--- config.mk ---
export PLATFORM = sky130hd
export DESIGN_NAME = hdr_weighted_radiance_merge_core_flat
export DESIGN_NICKNAME = d
export VERILOG_FILES = /design/src/hdl/hwrm_pkg.sv /design/src/hdl/hwrm_sample_if.sv /design/src/hdl/hwrm_result_if.sv /design/src/hdl/hdr_weighted_radiance_merge_core.sv /design/src/hdl/hwrm_div.sv /design/src/hdl/hwrm_mul.sv /design/src/flat_wrapper.sv
export SDC_FILE = /design/constraint.sdc
export NUM_CORES = 1
export LEC_CHECK = 0
export BUFFER_PORTS_ARGS = -buffer_cell sky130_fd_sc_hd__clkbuf_2
export CAP_MARGIN = 20
export CELL_PAD_IN_SITES_DETAIL_PLACEMENT = 1
export CELL_PAD_IN_SITES_GLOBAL_PLACEMENT = 2
export CORE_ASPECT_RATIO = 0.6
export CORE_MARGIN = 10
export CORE_UTILIZATION = 40
export DETAILED_ROUTE_END_ITERATION = 12
export PLACE_DENSITY = 0.86
export SLEW_MARGIN = 10
export SYNTH_ARGS = -nofsm -noshare
export SYNTH_HDL_FRONTEND = slang
export SYNTH_SLANG_ARGS = --single-unit
--- constraint.sdc ---
create_clock -name clk -period 11.6 [get_ports clk]
set_input_delay 0.58 -clock clk [delete_from_list [all_inputs] [get_ports clk]]
set_output_delay 0.58 -clock clk [all_outputs]
set_load 0.03 [all_outputs]
--- src/hdl/hwrm_pkg.sv ---
package hwrm_pkg;

	// Field widths of the sample and result transactions.
	localparam int unsigned CountW  = 16;
	localparam int unsigned ExpoW   = 24;
	localparam int unsigned RadW    = 32;

	// Internal arithmetic widths.
	localparam int unsigned WeightW = 17;   // Q1.16, up to 1.0
	localparam int unsigned ProdW   = 49;   // weight times Q16.16 radiance
	localparam int unsigned SumW    = 52;   // Q20.32 weighted radiance sum
	localparam int unsigned WsumW   = 21;   // Q5.16 weight sum

	// Shared divider: left-aligned numerator, two quotient bits per step.
	localparam int unsigned DivNumW    = 52;
	localparam int unsigned DivDenW    = 24;
	localparam int unsigned DivStepW   = 5;
	localparam int unsigned DivSteps32 = 16;  // 32-bit quotient
	localparam int unsigned DivSteps52 = 26;  // 52-bit quotient

	// Serial multiplier: one multiplier bit per step.
	localparam int unsigned MulSteps = WeightW;
	localparam int unsigned MulCntW  = 5;

	// Configuration port.
	localparam int unsigned PaddrW = 3;
	localparam int unsigned PdataW = 32;
	localparam logic RegMinCount = 1'b0;
	localparam logic RegMaxCount = 1'b1;

	typedef enum logic [2:0] {
		ST_IDLE,
		ST_SETUP,
		ST_WDIV,
		ST_RDIV,
		ST_MUL,
		ST_ACCUM,
		ST_QDIV,
		ST_EMIT
	} state_t;

	typedef struct packed {
		logic                start;
		logic [DivStepW-1:0] steps;
	} div_req_t;

endpackage

--- src/hdl/hwrm_sample_if.sv ---
interface hwrm_sample_if import hwrm_pkg::*; ();
	logic              valid;
	logic              ready;
	logic [CountW-1:0] raw_count;
	logic [CountW-1:0] dark_count;
	logic [ExpoW-1:0]  exposure_us;
	logic              last_bracket;

	modport source (
		output valid, raw_count, dark_count, exposure_us, last_bracket,
		input  ready
	);
	modport sink (
		input  valid, raw_count, dark_count, exposure_us, last_bracket,
		output ready
	);
endinterface

--- src/hdl/hwrm_result_if.sv ---
interface hwrm_result_if import hwrm_pkg::*; ();
	logic            valid;
	logic            ready;
	logic [RadW-1:0] radiance;
	logic            no_weight;

	modport source (
		output valid, radiance, no_weight,
		input  ready
	);
	modport sink (
		input  valid, radiance, no_weight,
		output ready
	);
endinterface

--- src/hdl/hdr_weighted_radiance_merge_core.sv ---
// Channel   | Dir | Payload                                            | Transaction when
// ----------+-----+----------------------------------------------------+------------------------
// sample    | in  | raw_count, dark_count, exposure_us, last_bracket   | valid && ready
// result    | out | radiance, no_weight                                | valid && ready
// APB cfg   | in  | paddr, pwdata (min_count at 0, max_count at 4)     | psel && penable && pwrite
//
// Flow: a bracket whose weight is computed takes two radix-4 divisions on the shared
// divider (weight, then count over exposure) and a serial multiply, plus setup and
// accumulate; a zero-weight bracket only passes through setup and accumulate.
// The last bracket of a pixel adds a division of the sums (if nonzero) and an emit step.
// Reset: arst_n clears the controller, accumulators and output valid; limits go to defaults.
// Stalls: a finished result waits in the output register while the next transaction is
// taken; only a second result waits for that register to drain.
module hdr_weighted_radiance_merge_core import hwrm_pkg::*; #(
	parameter int unsigned MAX_BRACKETS = 8
) (
	input  logic              clk,
	input  logic              arst_n,
	hwrm_sample_if.sink       sample,
	hwrm_result_if.source     result,
	input  logic              psel,
	input  logic              penable,
	input  logic              pwrite,
	input  logic [PaddrW-1:0] paddr,
	input  logic [PdataW-1:0] pwdata,
	output logic [PdataW-1:0] prdata,
	output logic              pready
);

	localparam int unsigned CntW = $clog2(MAX_BRACKETS + 1);

	// Configuration registers.
	logic [CountW-1:0] min_q;
	logic [CountW-1:0] max_q;

	// Current bracket.
	logic [CountW-1:0] c_q;
	logic [ExpoW-1:0]  expo_q;
	logic              last_q;
	logic              active_q;
	logic [WeightW-1:0] w_q;

	// Pixel accumulators.
	logic [SumW-1:0]  sum_q;
	logic [WsumW-1:0] wsum_q;
	logic [CntW-1:0]  cnt_q;

	// Output register.
	logic              out_valid_q;
	logic [RadW-1:0]   out_rad_q;
	logic              out_nw_q;

	state_t state_q;
	state_t state_d;

	// Shared divider and the multiplier.
	div_req_t           div_req;
	logic [DivNumW-1:0] div_numer;
	logic [DivDenW-1:0] div_denom;
	logic               div_done;
	logic [DivNumW-1:0] div_quot;
	logic               mul_start;
	logic               mul_done;
	logic [ProdW-1:0]   mul_prod;

	// Weight geometry of the current bracket.
	logic              outside;
	logic [CountW-1:0] span;
	logic [CountW:0]   twice;
	logic [CountW:0]   mid2;
	logic [CountW:0]   offs;
	logic              wzero;
	logic [CountW-1:0] wnum;

	logic              accept;
	logic              cfg_write;
	logic              out_free;
	logic [CountW-1:0] c_in;
	logic [RadW-1:0]   q_sat;

	assign accept    = sample.valid && sample.ready;
	assign cfg_write = psel && penable && pwrite && pready;
	assign out_free  = !out_valid_q || result.ready;
	assign c_in      = (sample.raw_count > sample.dark_count) ?
	                   sample.raw_count - sample.dark_count : '0;

	// The weight is zero outside the open interval (min, max); inside it falls
	// linearly from 1.0 at the midpoint, so the divider only sees (span - offs) / span.
	always_comb begin
		outside = (c_q <= min_q) || (c_q >= max_q);
		span    = max_q - min_q;
		twice   = {c_q, 1'b0};
		mid2    = {1'b0, min_q} + {1'b0, max_q};
		offs    = (twice > mid2) ? twice - mid2 : mid2 - twice;
		wzero   = outside || (offs >= {1'b0, span});
		wnum    = span - offs[CountW-1:0];
	end

	// The quotient of the final division saturates at the top of Q16.16.
	assign q_sat = (div_quot[DivNumW-1:RadW] != '0) ? '1 : div_quot[RadW-1:0];

	// Configuration port: the register is picked by the word address bit alone.
	assign pready = 1'b1;
	assign prdata = (paddr[2] == RegMaxCount) ?
	                {{(PdataW-CountW){1'b0}}, max_q} : {{(PdataW-CountW){1'b0}}, min_q};

	always_ff @(posedge clk or negedge arst_n) begin
		if (!arst_n) begin
			min_q <= '0;
			max_q <= '1;
		end else if (cfg_write) begin
			if (paddr[2] == RegMinCount) begin
				min_q <= pwdata[CountW-1:0];
			end else begin
				max_q <= pwdata[CountW-1:0];
			end
		end
	end

	// Next state.
	always_comb begin
		state_d = state_q;
		unique case (state_q)
			ST_IDLE: begin
				if (sample.valid) begin
					state_d = ST_SETUP;
				end
			end
			ST_SETUP: begin
				// Brackets beyond the limit and zero-weight brackets add nothing.
				if (!active_q || wzero) begin
					state_d = ST_ACCUM;
				end else begin
					state_d = ST_WDIV;
				end
			end
			ST_WDIV: begin
				if (div_done) begin
					state_d = ST_RDIV;
				end
			end
			ST_RDIV: begin
				if (div_done) begin
					state_d = ST_MUL;
				end
			end
			ST_MUL: begin
				if (mul_done) begin
					state_d = ST_ACCUM;
				end
			end
			ST_ACCUM: begin
				priority if (!last_q) begin
					state_d = ST_IDLE;
				end else if (wsum_q == '0) begin
					state_d = ST_EMIT;
				end else begin
					state_d = ST_QDIV;
				end
			end
			ST_QDIV: begin
				if (div_done) begin
					state_d = ST_EMIT;
				end
			end
			ST_EMIT: begin
				if (out_free) begin
					state_d = ST_IDLE;
				end
			end
			default: state_d = ST_IDLE;
		endcase
	end

	// Controller outputs: the divider and multiplier are started in the cycle
	// that hands their operands over.
	always_comb begin
		sample.ready = 1'b0;
		div_req      = '0;
		div_numer    = '0;
		div_denom    = '0;
		mul_start    = 1'b0;
		unique case (state_q)
			ST_IDLE: begin
				sample.ready = 1'b1;
			end
			ST_SETUP: begin
				div_req.start = active_q && !wzero;
				div_req.steps = DivStepW'(DivSteps32);
				div_numer     = {wnum, {(DivNumW-CountW){1'b0}}};
				div_denom     = {{(DivDenW-CountW){1'b0}}, span};
			end
			ST_WDIV: begin
				// Bracket radiance: corrected count in Q16.16 over the exposure.
				div_req.start = div_done;
				div_req.steps = DivStepW'(DivSteps32);
				div_numer     = {c_q, {(DivNumW-CountW){1'b0}}};
				div_denom     = expo_q;
			end
			ST_RDIV: begin
				mul_start = div_done;
			end
			ST_ACCUM: begin
				div_req.start = last_q && (wsum_q != '0);
				div_req.steps = DivStepW'(DivSteps52);
				div_numer     = sum_q;
				div_denom     = {{(DivDenW-WsumW){1'b0}}, wsum_q};
			end
			ST_MUL, ST_QDIV, ST_EMIT: begin
			end
			default: begin
			end
		endcase
	end

	always_ff @(posedge clk or negedge arst_n) begin
		if (!arst_n) begin
			state_q     <= ST_IDLE;
			sum_q       <= '0;
			wsum_q      <= '0;
			cnt_q       <= '0;
			out_valid_q <= 1'b0;
		end else begin
			state_q <= state_d;
			if (state_q == ST_MUL && mul_done) begin
				sum_q  <= sum_q + {{(SumW-ProdW){1'b0}}, mul_prod};
				wsum_q <= wsum_q + {{(WsumW-WeightW){1'b0}}, w_q};
			end
			if (state_q == ST_ACCUM && active_q) begin
				cnt_q <= cnt_q + CntW'(1);
			end
			if (state_q == ST_EMIT && out_free) begin
				out_valid_q <= 1'b1;
				sum_q       <= '0;
				wsum_q      <= '0;
				cnt_q       <= '0;
			end else if (result.ready) begin
				out_valid_q <= 1'b0;
			end
		end
	end

	always_ff @(posedge clk) begin
		if (accept) begin
			c_q      <= c_in;
			expo_q   <= (sample.exposure_us == '0) ? ExpoW'(1) : sample.exposure_us;
			last_q   <= sample.last_bracket;
			active_q <= cnt_q < CntW'(MAX_BRACKETS);
		end
		if (state_q == ST_WDIV && div_done) begin
			w_q <= div_quot[WeightW-1:0];
		end
		// A pixel whose weight sum is zero reports zero radiance with the flag set.
		if (state_q == ST_EMIT && out_free) begin
			out_rad_q <= (wsum_q == '0) ? '0 : q_sat;
			out_nw_q  <= (wsum_q == '0);
		end
	end

	// The result is loaded into the output register in the emit step, once the
	// previous result has left it, and stays unchanged while it waits.
	assign result.valid     = out_valid_q;
	assign result.radiance  = out_rad_q;
	assign result.no_weight = out_nw_q;

	hwrm_div u_div (
		.clk    (clk),
		.arst_n (arst_n),
		.req    (div_req),
		.numer  (div_numer),
		.denom  (div_denom),
		.done   (div_done),
		.quot   (div_quot)
	);

	hwrm_mul u_mul (
		.clk    (clk),
		.arst_n (arst_n),
		.start  (mul_start),
		.mcand  (div_quot[RadW-1:0]),
		.mplier (w_q),
		.done   (mul_done),
		.prod   (mul_prod)
	);

endmodule

--- src/hdl/hwrm_div.sv ---
// Restoring divider, radix 4. The numerator is left-aligned and shifted out
// two bits per cycle; the quotient is shifted in from the right.
module hwrm_div import hwrm_pkg::*; (
	input  logic               clk,
	input  logic               arst_n,
	input  div_req_t           req,
	input  logic [DivNumW-1:0] numer,
	input  logic [DivDenW-1:0] denom,
	output logic               done,
	output logic [DivNumW-1:0] quot
);

	logic [DivNumW-1:0]  num_q;
	logic [DivNumW-1:0]  quot_q;
	logic [DivDenW-1:0]  rem_q;
	logic [DivDenW-1:0]  den_q;
	logic [DivStepW-1:0] cnt_q;
	logic                busy_q;
	logic                done_q;

	logic [DivDenW:0]    part1;
	logic [DivDenW:0]    part2;
	logic [DivDenW:0]    diff1;
	logic [DivDenW:0]    diff2;
	logic                qbit1;
	logic                qbit2;
	logic [DivDenW-1:0]  rem1;
	logic [DivDenW-1:0]  rem2;

	always_comb begin
		part1 = {rem_q, num_q[DivNumW-1]};
		qbit1 = part1 >= {1'b0, den_q};
		diff1 = part1 - {1'b0, den_q};
		rem1  = qbit1 ? diff1[DivDenW-1:0] : part1[DivDenW-1:0];
		part2 = {rem1, num_q[DivNumW-2]};
		qbit2 = part2 >= {1'b0, den_q};
		diff2 = part2 - {1'b0, den_q};
		rem2  = qbit2 ? diff2[DivDenW-1:0] : part2[DivDenW-1:0];
	end

	always_ff @(posedge clk or negedge arst_n) begin
		if (!arst_n) begin
			busy_q <= 1'b0;
			done_q <= 1'b0;
			cnt_q  <= '0;
		end else begin
			done_q <= 1'b0;
			if (req.start) begin
				busy_q <= 1'b1;
				cnt_q  <= req.steps;
			end else if (busy_q) begin
				cnt_q <= cnt_q - DivStepW'(1);
				if (cnt_q == DivStepW'(1)) begin
					busy_q <= 1'b0;
					done_q <= 1'b1;
				end
			end
		end
	end

	always_ff @(posedge clk) begin
		if (req.start) begin
			num_q  <= numer;
			den_q  <= denom;
			rem_q  <= '0;
			quot_q <= '0;
		end else if (busy_q) begin
			num_q  <= {num_q[DivNumW-3:0], 2'b00};
			rem_q  <= rem2;
			quot_q <= {quot_q[DivNumW-3:0], qbit1, qbit2};
		end
	end

	assign done = done_q;
	assign quot = quot_q;

endmodule

--- src/hdl/hwrm_mul.sv ---
// Shift-and-add multiplier, one multiplier bit per cycle.
module hwrm_mul import hwrm_pkg::*; (
	input  logic               clk,
	input  logic               arst_n,
	input  logic               start,
	input  logic [RadW-1:0]    mcand,
	input  logic [WeightW-1:0] mplier,
	output logic               done,
	output logic [ProdW-1:0]   prod
);

	logic [ProdW-1:0]   mc_q;
	logic [WeightW-1:0] mp_q;
	logic [ProdW-1:0]   acc_q;
	logic [MulCntW-1:0] cnt_q;
	logic               busy_q;
	logic               done_q;

	always_ff @(posedge clk or negedge arst_n) begin
		if (!arst_n) begin
			busy_q <= 1'b0;
			done_q <= 1'b0;
			cnt_q  <= '0;
		end else begin
			done_q <= 1'b0;
			if (start) begin
				busy_q <= 1'b1;
				cnt_q  <= MulCntW'(MulSteps);
			end else if (busy_q) begin
				cnt_q <= cnt_q - MulCntW'(1);
				if (cnt_q == MulCntW'(1)) begin
					busy_q <= 1'b0;
					done_q <= 1'b1;
				end
			end
		end
	end

	always_ff @(posedge clk) begin
		if (start) begin
			mc_q  <= {{(ProdW-RadW){1'b0}}, mcand};
			mp_q  <= mplier;
			acc_q <= '0;
		end else if (busy_q) begin
			if (mp_q[0]) begin
				acc_q <= acc_q + mc_q;
			end
			mc_q <= {mc_q[ProdW-2:0], 1'b0};
			mp_q <= {1'b0, mp_q[WeightW-1:1]};
		end
	end

	assign done = done_q;
	assign prod = acc_q;

endmodule

--- src/flat_wrapper.sv ---
// flat-port wrapper written by rule: the top's interface ports become plain ports
module hdr_weighted_radiance_merge_core_flat import hwrm_pkg::*;
#(
	parameter int unsigned MAX_BRACKETS = 8
)
  (clk, arst_n, psel, penable, pwrite, paddr, pwdata, prdata, pready, sample_valid, sample_raw_count, sample_dark_count, sample_exposure_us, sample_last_bracket, sample_ready, result_valid, result_radiance, result_no_weight, result_ready);
  hwrm_sample_if sample_i ();
  hwrm_result_if result_i ();
  input  logic clk;
  input  logic arst_n;
  input  logic psel;
  input  logic penable;
  input  logic pwrite;
  input  logic [PaddrW-1:0] paddr;
  input  logic [PdataW-1:0] pwdata;
  output logic [PdataW-1:0] prdata;
  output logic pready;
  input wire logic [$bits(sample_i.valid)-1:0] sample_valid;
  input wire logic [$bits(sample_i.raw_count)-1:0] sample_raw_count;
  input wire logic [$bits(sample_i.dark_count)-1:0] sample_dark_count;
  input wire logic [$bits(sample_i.exposure_us)-1:0] sample_exposure_us;
  input wire logic [$bits(sample_i.last_bracket)-1:0] sample_last_bracket;
  output wire logic [$bits(sample_i.ready)-1:0] sample_ready;
  output wire logic [$bits(result_i.valid)-1:0] result_valid;
  output wire logic [$bits(result_i.radiance)-1:0] result_radiance;
  output wire logic [$bits(result_i.no_weight)-1:0] result_no_weight;
  input wire logic [$bits(result_i.ready)-1:0] result_ready;
  assign sample_i.valid = sample_valid;
  assign sample_i.raw_count = sample_raw_count;
  assign sample_i.dark_count = sample_dark_count;
  assign sample_i.exposure_us = sample_exposure_us;
  assign sample_i.last_bracket = sample_last_bracket;
  assign sample_ready = sample_i.ready;
  assign result_valid = result_i.valid;
  assign result_radiance = result_i.radiance;
  assign result_no_weight = result_i.no_weight;
  assign result_i.ready = result_ready;
  hdr_weighted_radiance_merge_core #(.MAX_BRACKETS(MAX_BRACKETS)) u_core (.clk(clk), .arst_n(arst_n), .sample(sample_i), .result(result_i), .psel(psel), .penable(penable), .pwrite(pwrite), .paddr(paddr), .pwdata(pwdata), .prdata(prdata), .pready(pready));
endmodule
== Word level (Yosys, flattened, before mapping) ==
Cells that the tools add are included.

* $add $sub $neg: 14
* $lt $le $gt $ge: 8
* Eq/ne operators: 15
* Multiplexer cells: 50
* Bitwise logic cells: 1
* Reduce and logical (&&, ||, !) cells: 30

{| class="wikitable"
|+ Operators with widths
! cell !! number
|-
| 2-to-1 mux 52 bit || 4
|-
| case mux 52 bit (3 select lines) || 1
|-
| 2-to-1 mux 32 bit || 3
|-
| case mux 24 bit (3 select lines) || 1
|-
| adder 52 x 49 -> 52 bit || 1
|-
| 2-to-1 mux 17 bit || 3
|-
| greater-or-equal comparator 25 x 24 -> 1 bit || 2
|-
| adder 49 bit || 1
|-
| 2-to-1 mux 24 bit || 2
|-
| subtractor 16 bit || 3
|-
| subtractor 24 bit || 2
|-
| 2-to-1 mux 21 bit || 2
|-
| subtractor 17 bit || 2
|-
| zero test 24 bit || 1
|-
| 2-to-1 mux 3 bit || 8
|-
| case mux 3 bit (8 select lines) || 1
|-
| adder 21 x 17 -> 21 bit || 1
|-
| zero test 21 bit || 1
|-
| nonzero test 21 bit || 1
|-
| 2-to-1 mux 5 bit || 4
|-
| nonzero test 20 bit || 1
|-
| case mux 6 bit (3 select lines) || 1
|-
| adder 16 x 16 -> 17 bit || 1
|-
| greater-or-equal comparator 17 x 16 -> 1 bit || 1
|-
| 24 further kinds || 70
|}

* Flip-flop bits (word level): 486
* Input port bits: 99
* Output and inout bits: 68
* Word-level logic and storage cells: 146

== Logic depth before layout (Yosys ltp) ==
* Depth in word-level cells: 9
* Depth in mapped cells: 38
* Depth with buffers taken out: 37

== Hierarchy ==
From an unflattened synthesis, not the netlist that was laid out.

* Cell total of the unflattened synthesis: 3692
* Area, all modules: 33995.1 um^2

{| class="wikitable"
|+ By module, submodules not included
! module !! times used !! cells an instance !! area each (um^2) !! sequential area each (um^2)
|-
| hdr_weighted_radiance_merge_core || 1 || 2034 || 17606.9 || 5610.4
|-
| hwrm_div || 1 || 859 || 8973.6 || 3978.8
|-
| hwrm_mul || 1 || 799 || 7414.6 || 2967.8
|}

== Worst setup path before layout ==
Ideal clock, no wire load.

* Kind: register to register
* Start point: reg u_core.max_q[0]
* End point: reg u_core.u_div.num_q[0] (enable)
* Setup time: 0.610 ns
* Data arrival time: 7.494 ns
* Data required time: 10.990 ns
* Setup slack: 3.495 ns
* Stages on the path, launching flop included: 37
* Buffers on the path: 3
* Clock period less this slack: 8.105 ns
* Path through: dfstp_2 > ha_1 > inv_1 > fa_1 > o21bai_1 > a21oi_1 > o21bai_1 > a21oi_1 > o21bai_1 > a211o_1 > nand2_1 > o31a_1 > xor2_1 > ha_1 > clkbuf_1 > a21o_1 > a211o_1 > a211oi_1 > a21boi_1 > nor3_2 > nor2_1 > a21oi_1 > a31oi_1 > a2bb2oi_1 > xnor2_1 > ha_1 > clkbuf_1 > nand4_1 > nor4_1 > a21oi_1 > o2111ai_1 > a31oi_1 > o311ai_0 > a311oi_2 > a211oi_4 > clkbuf_1 > nand2_1

* Longest elaborated chain between the ends: 9
* Elaborated cells on any way between the ends: 14
* Those cells by class: add/sub (4); order compare (3); mux (2); reduce/logical (5)

{| class="wikitable"
|+ Ends and longest elaborated chain
! item !! line !! source
|-
| from (decl) || hdr_weighted_radiance_merge_core.sv:34 || <nowiki>logic [CountW-1:0] max_q;</nowiki>
|-
| from (signal assigned) || hdr_weighted_radiance_merge_core.sv:115 || <nowiki>max_q <= pwdata[CountW-1:0];</nowiki>
|-
| adder 16 x 16 -> 17 bit || hdr_weighted_radiance_merge_core.sv:93 || <nowiki>mid2 = {1'b0, min_q} + {1'b0, max_q};</nowiki>
|-
| subtractor 17 bit or greater-than comparator 17 bit (tied branches) || hdr_weighted_radiance_merge_core.sv:94 || <nowiki>offs = (twice > mid2) ? twice - mid2 : mid2 - twice;</nowiki>
|-
| 2-to-1 mux 17 bit || hdr_weighted_radiance_merge_core.sv:94 ||
|-
| greater-or-equal comparator 17 x 16 -> 1 bit || hdr_weighted_radiance_merge_core.sv:95 || <nowiki>wzero = outside || (offs >= {1'b0, span});</nowiki>
|-
| logical OR 1 bit * || hdr_weighted_radiance_merge_core.sv:95 ||
|-
| zero test 1 bit * || hdr_weighted_radiance_merge_core.sv:188 || <nowiki>div_req.start = active_q && !wzero;</nowiki>
|-
| logical AND 1 bit * || hdr_weighted_radiance_merge_core.sv:188 ||
|-
| case mux 6 bit (3 select lines) * || hdr_weighted_radiance_merge_core.sv:183 || <nowiki>unique case (state_q)</nowiki>
|-
| nonzero test 2 bit (no line) * || -- ||
|-
| to (signal assigned) || hwrm_div.sv:63 || <nowiki>num_q <= numer;</nowiki>
|-
| to (signal assigned) || hwrm_div.sv:68 || <nowiki>num_q <= {num_q[DivNumW-3:0], 2'b00};</nowiki>
|-
| to (decl) || hwrm_div.sv:13 || <nowiki>logic [DivNumW-1:0] num_q;</nowiki>
|}

Every way passes the cells marked *; elsewhere a longest branch is shown, timed or not.
A chain may end at the register's enable or synchronous reset.

== Final worst setup path ==
* Start point: reg u_core.min_q[2]
* End point: reg u_core.u_div.den_q[22] (enable)

* Longest elaborated chain between the ends: 8
* Elaborated cells on any way between the ends: 13
* Those cells by class: add/sub (4); order compare (3); mux (2); reduce/logical (4)

{| class="wikitable"
|+ Ends and longest elaborated chain
! item !! line !! source
|-
| from (decl) || hdr_weighted_radiance_merge_core.sv:33 || <nowiki>logic [CountW-1:0] min_q;</nowiki>
|-
| from (signal assigned) || hdr_weighted_radiance_merge_core.sv:113 || <nowiki>min_q <= pwdata[CountW-1:0];</nowiki>
|-
| adder 16 x 16 -> 17 bit || hdr_weighted_radiance_merge_core.sv:93 ||
|-
| subtractor 17 bit or greater-than comparator 17 bit (tied branches) || hdr_weighted_radiance_merge_core.sv:94 ||
|-
| 2-to-1 mux 17 bit || hdr_weighted_radiance_merge_core.sv:94 ||
|-
| greater-or-equal comparator 17 x 16 -> 1 bit || hdr_weighted_radiance_merge_core.sv:95 ||
|-
| logical OR 1 bit * || hdr_weighted_radiance_merge_core.sv:95 ||
|-
| zero test 1 bit * || hdr_weighted_radiance_merge_core.sv:188 ||
|-
| logical AND 1 bit * || hdr_weighted_radiance_merge_core.sv:188 ||
|-
| case mux 6 bit (3 select lines) * || hdr_weighted_radiance_merge_core.sv:183 ||
|-
| to (signal assigned) || hwrm_div.sv:64 || <nowiki>den_q <= denom;</nowiki>
|-
| to (decl) || hwrm_div.sv:16 || <nowiki>logic [DivDenW-1:0] den_q;</nowiki>
|}

Marks and branches as above.

==> results.md <==
* Status: completed
* Num rows at 81
* Async S/R FF share, synth at 26.1%
* Grt total ovfl at 0
* Max-Cap Viols at 0
* Worst Setup Start Kind: register
* Die height at 243 um
* Total negative setup slack at 0 ns
* Skew-Pair Late Insertion Delay at 0.63 ns
* WP buf/inv at 7
* Detailed-route wire length at 108000 um
* WP data required at 11.88 ns
* Final Skew at 0.0274 ns
* Vias per inst at 5.70
* First-pass DRT Iterations at 6
* Slowest stage cell, crit path: a2111oi_0
* R2R Setup Slk at 1.31 ns
* Reg2reg start: u_core.min_q[2]
* CP endpoint: u_core.u_div.den_q[22]
* Syn Inst Count at 3698
* ANT nets after route at 0
* Clock sinks at 486
* Post-Syn Area at 0.0331 mm2
* Unrepaired setup endpoints after global routing: no
* # IOs at 167
* Clk pin slew, worst setup/hold paths at 0.07 ns
* Die Wd at 391 um
* Synth Area per Inst at 8.94 um2
* Crit path max-delay family: compound AO/OA/AOI/OAI gates
* Area contributors post-synth: edfxtp_1, ha_1, dfxtp_1
* TritonCTS buffer count at 50
* Number of synthesized flops with an enable pin at 217
* Crit-path most repeated cell: a21oi_1
* Vias in the first global route at 27.4k
* Final setup fails at 0
* CP arrival at 10.57 ns
* Reg2reg path depth at 34
* All-Layer GR Usage at 22.0%
* Cts hold-fix bufs at 0
* Clock buffer depth at 3
* Post-CTS Resized at 0
* Yosys cell types at 90
* Final hold slack at 0.0917 ns
* Initial antenna violation count at 1
* Highest cell delay on the worst timing path at 0.96 ns
* Core area at 0.0817 mm2
* Layout cells sized above 1 at 9.40%
* FF-to-FF End: u_core.u_div.den_q[22]
* Slew Limit Fails at 0
* Crit path from: u_core.min_q[2]
* Top cell type by total area after synthesis: edfxtp_1
* Crit end category: register
* H-tree Lvls at 2
* Root Buffer: clkbuf_16
* Min cycle time layout at 10.29 ns
* Crit path kind: reg2reg
* Seq/Total Area, Yosys at 38.0%
* Final HPWL DP at 82300 um
* Synth top area share at 19.7%
* GP Congestion at 0.890
* Fill cells at 9507
* DRC errors left at 0
* DR WL/cell at 22.2 um
* FF+latch count, synth at 486
* WP depth at 34
* FMAX at 97.2 MHz
* Initial DRC Count at 2154
* Most frequent cell after synthesis: nand2_1
* Vias at 27.7k
* Largest net degree at the start of global routing at 87
* Commonest cells post-synth: nand2_1, nor2_1, ha_1, a21oi_1, o21ai_0
* Die area at 0.0949 mm2
* Slew HR at 23.2%
* Final Instance Area at 0.0364 mm2
* CP Max Fanout at 83
* Ys flop type: edfxtp_1
* PortBufs at 131
* Least-Margin Pin Slew at 1.14 ns
* Cell Area, Placed at 0.0346 mm2
* NumNets Final at 4153
* First-pass GRT wire length at 167000 um
* Area delta synth->final at 9.99%
* Worst hold path class: in2async
* Initial Utilization at 40.5%
* Synth warn at 0
* Final Hold Viols at 0
* Fin crit share at 88.7%
* Number of setup buffers added after CTS at 0
* CTS tree: yes
==> routing by layer <==
| metal | wire length [um] | track usage (%) | up-vias |
|---|---|---|---|
| met5 | 0 | 0 | - |
| met2 | 40700 | 29.0 | 634 |
| li1 | - | - | 13308 |
| met1 | 57400 | 35.4 | 13675 |
| met4 | 1330 | 3.19 | 0 |
| met3 | 8270 | 5.27 | 88 |
==> how the worst min path moves through the flow <==
| stage | startpoint | endpoint | slack, ns | depth (start not counted) |
|---|---|---|---|---|
| 3_5_place_dp | u_core.u_div.quot[51] | u_core.u_div.quot[51] | 0.49 | 2 |
| 4_1_cts | sample_exposure_us[11] | u_core.expo_q[11] | 0.11 | 1 |
| 3_3_place_gp | u_core.u_div.quot[50] | u_core.u_div.quot[50] | 0.48 | 2 |
| 6_report | arst_n | u_core.u_mul.cnt_q[2] | 0.09 | 1 |
| 5_1_grt | sample_exposure_us[11] | u_core.expo_q[11] | 0.12 | 1 |
| 2_1_floorplan | arst_n | u_core.cnt_q[0] | 0.28 | 0 |
==> area by class of cell <==
class	instances	area [um2]	area share (%)
Antenna cell	2	5.00	0.0138
Clock buffer	68	1420	3.91
Clock inverter	26	317	0.871
Inverter	213	802	2.21
Multi-Input combinational cell	2817	19000	52.1
Sequential cell	486	12600	34.5
Tap cell	1079	1350	3.71
Timing Repair Buffer	167	952	2.62
==> registers in the layout (all words and copies together) (netlist names), 3 cells and up <==
register	cells
u_core.u_div.num_q	52
u_core.u_div.rem_q	24
u_core.u_mul.cnt_q	5
u_core.u_div.den_q	24
u_core.w_q	17
u_core.u_div.quot	52
u_core.max_q	16
u_core.sum_q	52
u_core.c_q	16
u_core.state_q	3
u_core.min_q	16
u_core.wsum_q	21
u_core.u_div.cnt_q	5
u_core.u_mul.mp_q	17
u_core.result.radiance	32
u_core.u_mul.prod	49
u_core.expo_q	24
u_core.cnt_q	4
u_core.u_mul.mc_q	49
==> worst register-to-register path, delay by kind of cell, from the launching register on <==
family	cells	cell delay, ns
compound gates	17	5.05
buf+inv	7	1.60
simple gates	5	1.37
fa+ha+maj	3	1.16
flops	1	0.37
xor+xnor	2	0.29
==> placed cells by master, fill, tap and decap left out, types with 109 or more instances in the layout <==
| master | Yosys | routed |
|---|---|---|
| o21ai_0 | 246 | 245 |
| clkbuf_2 | 0 | 130 |
| nor2_1 | 325 | 323 |
| dfrtp_1 | 111 | 110 |
| ha_1 | 308 | 308 |
| nand2_1 | 424 | 422 |
| dfxtp_1 | 142 | 142 |
| edfxtp_1 | 217 | 217 |
| xnor2_1 | 114 | 114 |
| inv_1 | 211 | 210 |
| a21o_1 | 109 | 109 |
| a21oi_1 | 270 | 270 |
==> stage by stage <==
step,setup slack (ns),utilization [%],cells
after floorplan,3.50,-,3713
after global placement,1.81,42.3,4760
after detailed placement,1.63,42.4,4762
after CTS,1.58,44.5,4856
after global routing,0.658,44.5,4856
final,1.31,44.5,4858
==> cells by family (layout without fill, tap and decap cells) <==
group | Yosys count | in the layout | share of synthesized area (%)
fa+ha+maj | 319 | 319 | 12.3
xor+xnor | 205 | 205 | 5.43
other cells | 2 | 19 | 0.0227
compound gates | 981 | 981 | 19.1
flops | 486 | 486 | 38.0
buf+inv | 410 | 474 | 4.97
simple gates | 1158 | 1158 | 15.9
mux | 137 | 137 | 4.32
Power is left out: the tool's default activity adds up to more than one toggle a clock period on the data nets, which glitch-free logic cannot reach.
